[src/sv/glms_pkg.sv]
// ============================================================================
// glms_pkg: shared types and constants of the linear move segmenter
// Field widths, reset values, command codes and the structs passed between
// the input register, the execution stage and the output register.
// ============================================================================
package glms_pkg;

    localparam int NUM_FEATURES_DEF = 15;

    localparam int COORD_W  = 32;
    localparam int SIZE_W   = 16;
    localparam int FEAT_W   = 4;
    localparam int LAYER_W  = 20;
    localparam int COUNT_W  = 32;
    localparam int MASK_W   = 15;
    localparam int ACTION_W = 4;

    localparam logic [LAYER_W-1:0] LAYER_MAX      = '1;
    localparam logic [SIZE_W-1:0]  WIDTH_RESET    = 16'd420;
    localparam logic [SIZE_W-1:0]  HEIGHT_RESET   = 16'd200;
    localparam logic [MASK_W-1:0]  AID_MASK_RESET = 15'd11776;

    // Command codes carried in the action field.
    typedef enum logic [ACTION_W-1:0] {
        ACT_MOVE      = 4'd0,
        ACT_SET_E     = 4'd1,
        ACT_ABS_POS   = 4'd2,
        ACT_REL_POS   = 4'd3,
        ACT_ABS_E     = 4'd4,
        ACT_REL_E     = 4'd5,
        ACT_NEXT_LYR  = 4'd6,
        ACT_HEIGHT    = 4'd7,
        ACT_WIDTH     = 4'd8,
        ACT_FEATURE   = 4'd9
    } action_t;

    // Configuration register indexes.
    localparam int CFG_IDX_W  = 1;
    localparam int CFG_DATA_W = MASK_W;

    typedef enum logic [CFG_IDX_W-1:0] {
        CFG_PART_ONLY = 1'b0,
        CFG_AID_MASK  = 1'b1
    } cfg_idx_t;

    typedef struct packed {
        logic              part_only;
        logic [MASK_W-1:0] aid_mask;
    } cfg_t;

    typedef struct packed {
        logic [ACTION_W-1:0]       action;
        logic                      has_x;
        logic signed [COORD_W-1:0] x_value;
        logic                      has_y;
        logic signed [COORD_W-1:0] y_value;
        logic                      has_z;
        logic signed [COORD_W-1:0] z_value;
        logic                      has_e;
        logic signed [COORD_W-1:0] e_value;
        logic [SIZE_W-1:0]         size_value;
        logic [FEAT_W-1:0]         feature_code;
    } cmd_t;

    typedef struct packed {
        logic signed [COORD_W-1:0] start_x;
        logic signed [COORD_W-1:0] start_y;
        logic signed [COORD_W-1:0] start_z;
        logic signed [COORD_W-1:0] end_x;
        logic signed [COORD_W-1:0] end_y;
        logic signed [COORD_W-1:0] end_z;
        logic [SIZE_W-1:0]         bead_width;
        logic [SIZE_W-1:0]         line_height;
        logic [FEAT_W-1:0]         segment_feature;
        logic [LAYER_W-1:0]        segment_layer;
        logic [COUNT_W-1:0]        feature_total;
    } seg_t;

    // Handshake between the execution stage and the output register.
    typedef struct packed {
        logic load;
        logic free;
    } out_ctl_t;

endpackage

[src/sv/glms_cmd_if.sv]
// ============================================================================
// glms_cmd_if: command channel
// Valid/ready channel carrying one tokenized G-code command per request.
// ============================================================================
interface glms_cmd_if;
    logic                                       valid;
    logic                                       ready;
    logic [glms_pkg::ACTION_W-1:0]              action;
    logic                                       has_x;
    logic signed [glms_pkg::COORD_W-1:0]        x_value;
    logic                                       has_y;
    logic signed [glms_pkg::COORD_W-1:0]        y_value;
    logic                                       has_z;
    logic signed [glms_pkg::COORD_W-1:0]        z_value;
    logic                                       has_e;
    logic signed [glms_pkg::COORD_W-1:0]        e_value;
    logic [glms_pkg::SIZE_W-1:0]                size_value;
    logic [glms_pkg::FEAT_W-1:0]                feature_code;

    modport source (
        output valid, action, has_x, x_value, has_y, y_value, has_z, z_value,
               has_e, e_value, size_value, feature_code,
        input  ready
    );

    modport sink (
        input  valid, action, has_x, x_value, has_y, y_value, has_z, z_value,
               has_e, e_value, size_value, feature_code,
        output ready
    );
endinterface

[src/sv/glms_seg_if.sv]
// ============================================================================
// glms_seg_if: segment channel
// Valid/ready channel carrying one extruded segment per request.
// ============================================================================
interface glms_seg_if;
    logic                                valid;
    logic                                ready;
    logic signed [glms_pkg::COORD_W-1:0] start_x;
    logic signed [glms_pkg::COORD_W-1:0] start_y;
    logic signed [glms_pkg::COORD_W-1:0] start_z;
    logic signed [glms_pkg::COORD_W-1:0] end_x;
    logic signed [glms_pkg::COORD_W-1:0] end_y;
    logic signed [glms_pkg::COORD_W-1:0] end_z;
    logic [glms_pkg::SIZE_W-1:0]         bead_width;
    logic [glms_pkg::SIZE_W-1:0]         line_height;
    logic [glms_pkg::FEAT_W-1:0]         segment_feature;
    logic [glms_pkg::LAYER_W-1:0]        segment_layer;
    logic [glms_pkg::COUNT_W-1:0]        feature_total;

    modport source (
        output valid, start_x, start_y, start_z, end_x, end_y, end_z,
               bead_width, line_height, segment_feature, segment_layer,
               feature_total,
        input  ready
    );

    modport sink (
        input  valid, start_x, start_y, start_z, end_x, end_y, end_z,
               bead_width, line_height, segment_feature, segment_layer,
               feature_total,
        output ready
    );
endinterface

[src/sv/glms_in_reg.sv]
// ============================================================================
// glms_in_reg: command input register
// Captures one command request and holds it until the execution stage takes it.
// ============================================================================
module glms_in_reg (
    input  logic            clk,
    input  logic            rst_n,
    glms_cmd_if.sink        cmd,
    input  logic            take,
    output logic            item_vld,
    output glms_pkg::cmd_t  item
);

    logic           vld_reg;
    glms_pkg::cmd_t item_reg;
    logic           open;

    // The register can load when it is empty or its item leaves this cycle.
    assign open      = !vld_reg || take;
    assign cmd.ready = open;
    assign item_vld  = vld_reg;
    assign item      = item_reg;

    always_ff @(posedge clk or negedge rst_n)
    begin
        if (!rst_n)
        begin
            vld_reg <= 1'b0;
        end
        else if (open)
        begin
            vld_reg <= cmd.valid;
        end
    end

    always_ff @(posedge clk)
    begin
        if (open && cmd.valid)
        begin
            item_reg.action       <= cmd.action;
            item_reg.has_x        <= cmd.has_x;
            item_reg.x_value      <= cmd.x_value;
            item_reg.has_y        <= cmd.has_y;
            item_reg.y_value      <= cmd.y_value;
            item_reg.has_z        <= cmd.has_z;
            item_reg.z_value      <= cmd.z_value;
            item_reg.has_e        <= cmd.has_e;
            item_reg.e_value      <= cmd.e_value;
            item_reg.size_value   <= cmd.size_value;
            item_reg.feature_code <= cmd.feature_code;
        end
    end

endmodule

[src/sv/glms_exec.sv]
// ============================================================================
// glms_exec: command execution stage
// Holds the machine state, applies one command per cycle while the output
// register is free and builds the segment for extruding moves.
// ============================================================================
module glms_exec #(
    parameter int NUM_FEATURES = glms_pkg::NUM_FEATURES_DEF
) (
    input  logic                clk,
    input  logic                rst_n,
    input  glms_pkg::cfg_t      cfg,
    input  logic                item_vld,
    input  glms_pkg::cmd_t      item,
    output logic                take,
    output glms_pkg::out_ctl_t  out_ctl_load,
    input  glms_pkg::out_ctl_t  out_ctl_free,
    output glms_pkg::seg_t      seg_data
);

    localparam int FIDX_W = (NUM_FEATURES > 1) ? $clog2(NUM_FEATURES) : 1;
    localparam logic [glms_pkg::FEAT_W-1:0] FEAT_OTHER = glms_pkg::FEAT_W'(NUM_FEATURES - 1);

    logic signed [glms_pkg::COORD_W-1:0] pos_x_reg, pos_y_reg, pos_z_reg;
    logic signed [glms_pkg::COORD_W-1:0] last_e_reg;
    logic                                abs_mode_reg;
    logic                                rel_e_reg;
    logic [glms_pkg::FEAT_W-1:0]         feature_reg;
    logic [glms_pkg::SIZE_W-1:0]         width_reg;
    logic [glms_pkg::SIZE_W-1:0]         height_reg;
    logic                                layer_started_reg;
    logic [glms_pkg::LAYER_W-1:0]        layer_reg;
    logic [glms_pkg::COUNT_W-1:0]        counts_reg [NUM_FEATURES];

    logic signed [glms_pkg::COORD_W-1:0] pos_x_next, pos_y_next, pos_z_next;
    logic signed [glms_pkg::COORD_W:0]   e_delta;
    logic                                e_positive;
    logic [glms_pkg::MASK_W:0]           aid_vec;
    logic                                is_aid;
    logic                                is_move;
    logic                                emit;
    logic [FIDX_W-1:0]                   fidx;
    logic [glms_pkg::COUNT_W-1:0]        count_cur;
    logic [glms_pkg::COUNT_W-1:0]        count_next;
    logic [glms_pkg::FEAT_W-1:0]         feature_next;
    logic                                go;

    assign go   = item_vld && out_ctl_free.free;
    assign take = go;

    always_comb
    begin
        pos_x_next = !item.has_x ? pos_x_reg :
                     (abs_mode_reg ? item.x_value : pos_x_reg + item.x_value);
        pos_y_next = !item.has_y ? pos_y_reg :
                     (abs_mode_reg ? item.y_value : pos_y_reg + item.y_value);
        pos_z_next = !item.has_z ? pos_z_reg :
                     (abs_mode_reg ? item.z_value : pos_z_reg + item.z_value);

        // Absolute E: exact 33-bit difference so a wrap never looks like extrusion.
        e_delta    = {item.e_value[glms_pkg::COORD_W-1], item.e_value}
                   - {last_e_reg[glms_pkg::COORD_W-1], last_e_reg};
        e_positive = rel_e_reg
                   ? (!item.e_value[glms_pkg::COORD_W-1] && (item.e_value != '0))
                   : (!e_delta[glms_pkg::COORD_W] && (e_delta != '0));

        aid_vec = {1'b0, cfg.aid_mask};
        is_aid  = aid_vec[feature_reg];
        is_move = (item.action == glms_pkg::ACT_MOVE);
        emit    = is_move && item.has_e && e_positive && (item.has_x || item.has_y)
                  && !(cfg.part_only && is_aid);

        fidx       = feature_reg[FIDX_W-1:0];
        count_cur  = counts_reg[fidx];
        count_next = (count_cur == '1) ? count_cur : count_cur + 32'd1;

        feature_next = ({1'b0, item.feature_code} < (glms_pkg::FEAT_W + 1)'(NUM_FEATURES))
                     ? item.feature_code : FEAT_OTHER;
    end

    always_comb
    begin
        seg_data.start_x         = pos_x_reg;
        seg_data.start_y         = pos_y_reg;
        seg_data.start_z         = pos_z_reg;
        seg_data.end_x           = pos_x_next;
        seg_data.end_y           = pos_y_next;
        seg_data.end_z           = pos_z_next;
        seg_data.bead_width      = width_reg;
        seg_data.line_height     = height_reg;
        seg_data.segment_feature = feature_reg;
        seg_data.segment_layer   = layer_reg;
        seg_data.feature_total   = count_next;
    end

    assign out_ctl_load.load = go && emit;
    assign out_ctl_load.free = 1'b0;

    always_ff @(posedge clk or negedge rst_n)
    begin
        if (!rst_n)
        begin
            pos_x_reg         <= '0;
            pos_y_reg         <= '0;
            pos_z_reg         <= '0;
            last_e_reg        <= '0;
            abs_mode_reg      <= 1'b1;
            rel_e_reg         <= 1'b1;
            feature_reg       <= FEAT_OTHER;
            width_reg         <= glms_pkg::WIDTH_RESET;
            height_reg        <= glms_pkg::HEIGHT_RESET;
            layer_started_reg <= 1'b0;
            layer_reg         <= '0;
        end
        else if (go)
        begin
            case (item.action)
                glms_pkg::ACT_MOVE:
                begin
                    pos_x_reg <= pos_x_next;
                    pos_y_reg <= pos_y_next;
                    pos_z_reg <= pos_z_next;
                    if (item.has_e && !rel_e_reg)
                    begin
                        last_e_reg <= item.e_value;
                    end
                end
                glms_pkg::ACT_SET_E:
                begin
                    if (item.has_e)
                    begin
                        last_e_reg <= item.e_value;
                    end
                end
                glms_pkg::ACT_ABS_POS:  abs_mode_reg <= 1'b1;
                glms_pkg::ACT_REL_POS:  abs_mode_reg <= 1'b0;
                glms_pkg::ACT_ABS_E:    rel_e_reg    <= 1'b0;
                glms_pkg::ACT_REL_E:    rel_e_reg    <= 1'b1;
                glms_pkg::ACT_NEXT_LYR:
                begin
                    // The first layer change only lifts the index from -1 to 0.
                    if (!layer_started_reg)
                    begin
                        layer_started_reg <= 1'b1;
                    end
                    else if (layer_reg != glms_pkg::LAYER_MAX)
                    begin
                        layer_reg <= layer_reg + 20'd1;
                    end
                end
                glms_pkg::ACT_HEIGHT:   height_reg  <= item.size_value;
                glms_pkg::ACT_WIDTH:    width_reg   <= item.size_value;
                glms_pkg::ACT_FEATURE:  feature_reg <= feature_next;
                default:
                begin
                end
            endcase
        end
    end

    always_ff @(posedge clk or negedge rst_n)
    begin
        if (!rst_n)
        begin
            for (int i = 0; i < NUM_FEATURES; i++)
            begin
                counts_reg[i] <= '0;
            end
        end
        else if (go && emit)
        begin
            counts_reg[fidx] <= count_next;
        end
    end

endmodule

[src/sv/glms_out_reg.sv]
// ============================================================================
// glms_out_reg: segment output register
// Holds one finished segment until the receiver takes it.
// ============================================================================
module glms_out_reg (
    input  logic                clk,
    input  logic                rst_n,
    input  glms_pkg::out_ctl_t  ctl_in,
    output glms_pkg::out_ctl_t  ctl_out,
    input  glms_pkg::seg_t      seg_data,
    glms_seg_if.source          seg
);

    logic           vld_reg;
    glms_pkg::seg_t data_reg;
    logic           free;

    // The slot is free when empty or when its segment is taken this cycle.
    assign free         = !vld_reg || seg.ready;
    assign ctl_out.free = free;
    assign ctl_out.load = vld_reg;

    always_ff @(posedge clk or negedge rst_n)
    begin
        if (!rst_n)
        begin
            vld_reg <= 1'b0;
        end
        else if (free)
        begin
            vld_reg <= ctl_in.load;
        end
    end

    always_ff @(posedge clk)
    begin
        if (free && ctl_in.load)
        begin
            data_reg <= seg_data;
        end
    end

    assign seg.valid           = vld_reg;
    assign seg.start_x         = data_reg.start_x;
    assign seg.start_y         = data_reg.start_y;
    assign seg.start_z         = data_reg.start_z;
    assign seg.end_x           = data_reg.end_x;
    assign seg.end_y           = data_reg.end_y;
    assign seg.end_z           = data_reg.end_z;
    assign seg.bead_width      = data_reg.bead_width;
    assign seg.line_height     = data_reg.line_height;
    assign seg.segment_feature = data_reg.segment_feature;
    assign seg.segment_layer   = data_reg.segment_layer;
    assign seg.feature_total   = data_reg.feature_total;

endmodule

[src/sv/gcode_linear_move_segmenter.sv]
// ============================================================================
// gcode_linear_move_segmenter: G-code linear move segmenter
// Turns tokenized G-code commands into extruded line segments with their
// width, height, layer, feature and running per-feature count.
// ============================================================================
// Usage:
// Commands arrive on the cmd channel (valid/ready), one per request. Each is
// applied to the tracked state: position, positioning and extrusion modes,
// last absolute E, feature, width, height, layer and per-feature counts.
// A G0/G1 move with X or Y and a positive extrusion delta yields one request
// on the seg channel, unless part_only is set and the current feature is in
// the aid mask; all other commands yield none. An accepted command is held in
// the input register, then the execution stage feeds its segment into the
// output register. Throughput is one command per cycle while the output
// register is free; the only path between input and output is a short
// add/compare stage plus one count increment. The output register decouples
// the sides: while a segment waits, the stage behind it stalls, so cmd.ready drops only when both registers are full.
// Reset (rst_n low, asynchronous) empties both registers and restores the
// state: origin position, absolute positioning, relative E, feature "other",
// width 420 um, height 200 um, no layer yet, all counts zero, part_only off
// and the aid mask at its default. Configuration writes take effect at once.
// ============================================================================
module gcode_linear_move_segmenter #(
    parameter int NUM_FEATURES = glms_pkg::NUM_FEATURES_DEF
) (
    input  logic                                clk,
    input  logic                                rst_n,
    input  logic                                cfg_we,
    input  logic [glms_pkg::CFG_IDX_W-1:0]      cfg_index,
    input  logic [glms_pkg::CFG_DATA_W-1:0]     cfg_data,
    glms_cmd_if.sink                            cmd,
    glms_seg_if.source                          seg
);

    // Configuration registers. The user must write them only while the block is idle; the block does not enforce this.
    logic                          part_only_reg;
    logic [glms_pkg::MASK_W-1:0]   aid_mask_reg;
    glms_pkg::cfg_t                cfg;

    always_ff @(posedge clk or negedge rst_n)
    begin
        if (!rst_n)
        begin
            part_only_reg <= 1'b0;
            aid_mask_reg  <= glms_pkg::AID_MASK_RESET;
        end
        else if (cfg_we)
        begin
            case (cfg_index)
                glms_pkg::CFG_PART_ONLY: part_only_reg <= cfg_data[0];
                glms_pkg::CFG_AID_MASK:  aid_mask_reg  <= cfg_data;
                default:
                begin
                end
            endcase
        end
    end

    assign cfg.part_only = part_only_reg;
    assign cfg.aid_mask  = aid_mask_reg;

    logic                item_vld;
    glms_pkg::cmd_t      item;
    logic                take;
    glms_pkg::out_ctl_t  load_ctl;
    glms_pkg::out_ctl_t  free_ctl;
    glms_pkg::seg_t      seg_data;

    // Input register: holds the accepted command for the execution stage.
    glms_in_reg u_in_reg (
        .clk      (clk),
        .rst_n    (rst_n),
        .cmd      (cmd),
        .take     (take),
        .item_vld (item_vld),
        .item     (item)
    );

    // Execution stage: state update and segment assembly.
    glms_exec #(
        .NUM_FEATURES (NUM_FEATURES)
    ) u_exec (
        .clk          (clk),
        .rst_n        (rst_n),
        .cfg          (cfg),
        .item_vld     (item_vld),
        .item         (item),
        .take         (take),
        .out_ctl_load (load_ctl),
        .out_ctl_free (free_ctl),
        .seg_data     (seg_data)
    );

    // Output register: presents the segment until the receiver takes it.
    glms_out_reg u_out_reg (
        .clk      (clk),
        .rst_n    (rst_n),
        .ctl_in   (load_ctl),
        .ctl_out  (free_ctl),
        .seg_data (seg_data),
        .seg      (seg)
    );

endmodule

[src/flat_wrapper.sv]
// flat-port wrapper written by rule: the top's interface ports become plain ports
module gcode_linear_move_segmenter_flat 
#(
    parameter int NUM_FEATURES = glms_pkg::NUM_FEATURES_DEF
)
  (clk, rst_n, cfg_we, cfg_index, cfg_data, cmd_valid, cmd_action, cmd_has_x, cmd_x_value, cmd_has_y, cmd_y_value, cmd_has_z, cmd_z_value, cmd_has_e, cmd_e_value, cmd_size_value, cmd_feature_code, cmd_ready, seg_valid, seg_start_x, seg_start_y, seg_start_z, seg_end_x, seg_end_y, seg_end_z, seg_bead_width, seg_line_height, seg_segment_feature, seg_segment_layer, seg_feature_total, seg_ready);
  glms_cmd_if cmd_i ();
  glms_seg_if seg_i ();
  input  logic clk;
  input  logic rst_n;
  input  logic cfg_we;
  input  logic [glms_pkg::CFG_IDX_W-1:0] cfg_index;
  input  logic [glms_pkg::CFG_DATA_W-1:0] cfg_data;
  input wire logic [$bits(cmd_i.valid)-1:0] cmd_valid;
  input wire logic [$bits(cmd_i.action)-1:0] cmd_action;
  input wire logic [$bits(cmd_i.has_x)-1:0] cmd_has_x;
  input wire logic [$bits(cmd_i.x_value)-1:0] cmd_x_value;
  input wire logic [$bits(cmd_i.has_y)-1:0] cmd_has_y;
  input wire logic [$bits(cmd_i.y_value)-1:0] cmd_y_value;
  input wire logic [$bits(cmd_i.has_z)-1:0] cmd_has_z;
  input wire logic [$bits(cmd_i.z_value)-1:0] cmd_z_value;
  input wire logic [$bits(cmd_i.has_e)-1:0] cmd_has_e;
  input wire logic [$bits(cmd_i.e_value)-1:0] cmd_e_value;
  input wire logic [$bits(cmd_i.size_value)-1:0] cmd_size_value;
  input wire logic [$bits(cmd_i.feature_code)-1:0] cmd_feature_code;
  output wire logic [$bits(cmd_i.ready)-1:0] cmd_ready;
  output wire logic [$bits(seg_i.valid)-1:0] seg_valid;
  output wire logic [$bits(seg_i.start_x)-1:0] seg_start_x;
  output wire logic [$bits(seg_i.start_y)-1:0] seg_start_y;
  output wire logic [$bits(seg_i.start_z)-1:0] seg_start_z;
  output wire logic [$bits(seg_i.end_x)-1:0] seg_end_x;
  output wire logic [$bits(seg_i.end_y)-1:0] seg_end_y;
  output wire logic [$bits(seg_i.end_z)-1:0] seg_end_z;
  output wire logic [$bits(seg_i.bead_width)-1:0] seg_bead_width;
  output wire logic [$bits(seg_i.line_height)-1:0] seg_line_height;
  output wire logic [$bits(seg_i.segment_feature)-1:0] seg_segment_feature;
  output wire logic [$bits(seg_i.segment_layer)-1:0] seg_segment_layer;
  output wire logic [$bits(seg_i.feature_total)-1:0] seg_feature_total;
  input wire logic [$bits(seg_i.ready)-1:0] seg_ready;
  assign cmd_i.valid = cmd_valid;
  assign cmd_i.action = cmd_action;
  assign cmd_i.has_x = cmd_has_x;
  assign cmd_i.x_value = cmd_x_value;
  assign cmd_i.has_y = cmd_has_y;
  assign cmd_i.y_value = cmd_y_value;
  assign cmd_i.has_z = cmd_has_z;
  assign cmd_i.z_value = cmd_z_value;
  assign cmd_i.has_e = cmd_has_e;
  assign cmd_i.e_value = cmd_e_value;
  assign cmd_i.size_value = cmd_size_value;
  assign cmd_i.feature_code = cmd_feature_code;
  assign cmd_ready = cmd_i.ready;
  assign seg_valid = seg_i.valid;
  assign seg_start_x = seg_i.start_x;
  assign seg_start_y = seg_i.start_y;
  assign seg_start_z = seg_i.start_z;
  assign seg_end_x = seg_i.end_x;
  assign seg_end_y = seg_i.end_y;
  assign seg_end_z = seg_i.end_z;
  assign seg_bead_width = seg_i.bead_width;
  assign seg_line_height = seg_i.line_height;
  assign seg_segment_feature = seg_i.segment_feature;
  assign seg_segment_layer = seg_i.segment_layer;
  assign seg_feature_total = seg_i.feature_total;
  assign seg_i.ready = seg_ready;
  gcode_linear_move_segmenter #(.NUM_FEATURES(NUM_FEATURES)) u_core (.clk(clk), .rst_n(rst_n), .cfg_we(cfg_we), .cfg_index(cfg_index), .cfg_data(cfg_data), .cmd(cmd_i), .seg(seg_i));
endmodule
[config.mk]
export PLATFORM = sky130hd
export DESIGN_NAME = gcode_linear_move_segmenter_flat
export DESIGN_NICKNAME = d
export VERILOG_FILES = /design/src/sv/glms_pkg.sv /design/src/sv/glms_cmd_if.sv /design/src/sv/glms_seg_if.sv /design/src/sv/glms_in_reg.sv /design/src/sv/glms_exec.sv /design/src/sv/glms_out_reg.sv /design/src/sv/gcode_linear_move_segmenter.sv /design/src/flat_wrapper.sv
export SDC_FILE = /design/constraint.sdc
export NUM_CORES = 2
export LEC_CHECK = 0
export BUFFER_PORTS_ARGS = -buffer_cell sky130_fd_sc_hd__buf_2
export CELL_PAD_IN_SITES_DETAIL_PLACEMENT = 0
export CELL_PAD_IN_SITES_GLOBAL_PLACEMENT = 1
export CORE_AREA = 10 10 357 359
export DETAILED_ROUTE_END_ITERATION = 10
export DIE_AREA = 0 0 367 369
export PLACE_DENSITY_LB_ADDON = 0.1
export SLEW_MARGIN = 0
export SYNTH_ARGS = -nofsm -noshare
export SYNTH_HDL_FRONTEND = slang
export SYNTH_SLANG_ARGS = --single-unit
[constraint.sdc]
create_clock -name clk -period 16.6 [get_ports clk]
set_clock_uncertainty 0.05 [all_clocks]
set_input_delay 4.98 -clock clk [delete_from_list [all_inputs] [get_ports clk]]
set_output_delay 4.98 -clock clk [all_outputs]
set_load 0.005 [all_outputs]
==> key figures <==
Power
  – Leakage power: between 20 and 30 nW
  – Max IR drop VDD: 0.000113 V
  – Pwr dens: roughly 130 mW/mm²

Worst setup path
  – CP Launch Point: seg_ready
  – Slowest CP cell: nand3b_1
  – Data required, critical path: 11570 ps
  – Reg2reg start: u_core.u_in_reg.item[34]$_DFFE_PP_
  – Critical Path Stages: 3
  – CP cell instances: buf_2, nand3b_1, buf_2
  – Crit-path max FO: 3
  – Largest delay share family, worst path: buffers and inverters
  – Largest stage delay, worst path: 180 ps
  – Worst reg2reg path depth: 14
  – CP bufs+invs: 2
  – Crit path DAT: between 5000 and 6000 ps
  – Critical path launch point type: input port
  – WS Path Type: in -> out
  – CP Capture Type: primary output
  – Crit path top cell by count: buf_2

Detailed routing
  – DRT iter0 DRCs: between 2k and 2.5k
  – Routed WL per cell: 24.3 µm
  – 1st-pass router iterations: 7
  – Via count: 34.6k
  – Post-route ant nets: 0
  – Drt total wl: 150000 µm
  – Vias per cell: between 5 and 6
  – DRC viols: 0

Place
  – Setup WS pre-CTS: between 6000 and 7000 ps
  – Gp weighted congestion: 0.826
  – Hpwl dp: roughly 100000 µm
  – Port Buf Inserts: ~460

Layout
  – Final #Nets: 4743
  – Syn-to-layout area delta: 14.7%
  – Commonest non-fill, non-tap cell in the layout: dfrtp_1
  – Share of post-route cells with drive strength above 1: 29.1%
  – Most frequent cells in the layout: dfrtp_1 (668), buf_2 (457), edfxtp_1 (436)
  – Largest register FFs: 480
  – Fillers: 10.6k

Logic synthesis
  – FF+latch count, synth: 1121
  – Synth Instances: 4008
  – Syn Area/Cell: between 10 and 15 µm²
  – Post-synthesis sequential area ratio: 56.3%
  – EDFF count, synth: roughly 440
  – Distinct cell type count after synthesis: 113
  – Synth Flop Type: dfrtp_1
  – Syn nets: 4316
  – Warning count from the yosys run: 0
  – Syn Std Cell Area: 0.0537 mm²
  – Ys async rst share: 61.1%

GRT
  – First-pass GRT wire length: between 200000 and 250000 µm
  – Largest net degree at the start of global routing: 143
  – Grt total ovfl: 0
  – All-layer global routing usage: 21.8%
  – Number of antenna violations at the first check in global routing: 33
  – Vias in the first global route: 35.2k

CTS
  – Max clock buf depth: 3
  – Clock latency on the worst-skew pair: between 700 and 800 ps
  – Clock sink count: 1121
  – H-tree depth: 4
  – Clock transition at the registers of the reported paths: about 60 ps
  – Clock root buffer master: clkbuf_16
  – Post-CTS Resized: 0
  – CTS hold repair buffers: 0
  – Post-CTS Setup Inserts: 0
  – Num CTS Buffers: 131
  – CTS tree: yes

STA
  – Final setup fails: 0
  – Max-slew violations: 0
  – Worst-Margin Slew: 1310 ps
  – Endpoints failing hold: 0
  – Post-layout min period: approximately 10000 ps
  – Unrepaired setup endpoints after global routing: no
  – Slew headroom: between 10% and 20%
  – Achievable Freq: 95.7 MHz
  – Final worst slack: 6150 ps
  – Setup tns final: 0 ps
  – Period utilisation layout: 63.0%

Worst hold path
  – Worst min path class: reg -> reg
  – Hold Path Stages: 0
  – Critical hold path startpoint: u_core.u_exec.height_reg[15]$_DFFE_PN0P_

Floorplan
  – IO Count: 459
  – Width of the die: 367 µm
  – Die area: 0.135 mm²
  – Initial core utilization: 44.8%
  – Row count: 127
  – Core Area: 0.120 mm²
  – Die height: 369 µm

Run status
  – Status: complete, no violations

Flow run
  – # Max-Cap Violations: 0
[power by group]
group          internal, W  switching (W)  total, W
Sequential         0.00311       0.000175   0.00329
Combinational     0.000717        0.00101   0.00173
Clock              0.00167        0.00116   0.00283
Total              0.00550        0.00235   0.00785
[cell families after synthesis]
family                   share of synthesized area (%)
flip-flops                                        56.3
XOR/XNOR                                          2.21
AO/OA/AOI/OAI                                     9.67
AND/OR/NAND/NOR                                   7.77
buffers and inverters                             3.14
multiplexers                                      17.8
adder cells (fa/ha/maj)                           3.11
[cells in the mapped netlist (all sizes together) (55+ instances only)]
cell type	count	area (µm²)
nor2	221	893
ha	127	1590
dfrtp	669	16700
mux2	564	6350
a21o	72	541
a21oi	217	1120
nand2	269	1020
inv	94	353
nand3	55	285
mux2i	73	731
edfxtp	436	13100
o21ai	106	531
xnor2	81	758
clkbuf	78	293
mux4	110	2480
buf	144	1040
[worst paths after layout]
kind | endpoint | slack [ps]
setup / recovery | cmd_ready | 6150
hold / removal | u_core.u_out_reg.seg.line_height[15]$_DFFE_PP_ | 390
setup reg to reg | u_core.u_out_reg.seg.end_y[22]$_DFFE_PP_ | 10150
hold reg to reg | u_core.u_out_reg.seg.line_height[15]$_DFFE_PP_ | 390
max in group asynchronous | u_core.u_exec.counts_reg[132]$_DFFE_PN0P_ | 9390
min in group asynchronous | u_core.u_exec.pos_z_reg[14]$_DFFE_PN0P_ | 4070
[metrics by stage]
| stage | hold slack [ps] | std cells | utilization (%) | cell area, µm² | power (W) |
|---|---|---|---|---|---|
| global route | 403 | 6161 | 51.4 | 61600 | 0.00827 |
| detailed placement | 379 | 5914 | 47.9 | 57300 | 0.00507 |
| floorplan | 369 | 4008 | - | 53700 | 0.00460 |
| finish | 387 | 6167 | 51.4 | 61600 | 0.00785 |
| CTS | 389 | 6153 | 51.4 | 61600 | 0.00794 |
| global placement | 374 | 5914 | 47.9 | 57300 | 0.00506 |
[cell type report]
class                           instances  area (µm²)  share of cell area [%]
Sequential cell                      1121       30300                    49.1
Antenna cell                           14        35.0                  0.0569
Timing Repair Buffer                  516        2800                    4.54
Tap cell                             1612        2020                    3.27
Inverter                               94         353                   0.573
Clock inverter                         42         408                   0.662
Clock buffer                          197        3830                    6.22
Multi-Input combinational cell       2571       21900                    35.5
[metal layers]
layer	track usage, %	up-vias	wire (µm)
met2	36.1	766	72500
met4	6.47	8	3370
met1	28.7	17655	65800
met5	0	-	49
met3	4.30	209	7870
li1	-	15913	-
Note: power is estimated with default switching activity, not from simulation.
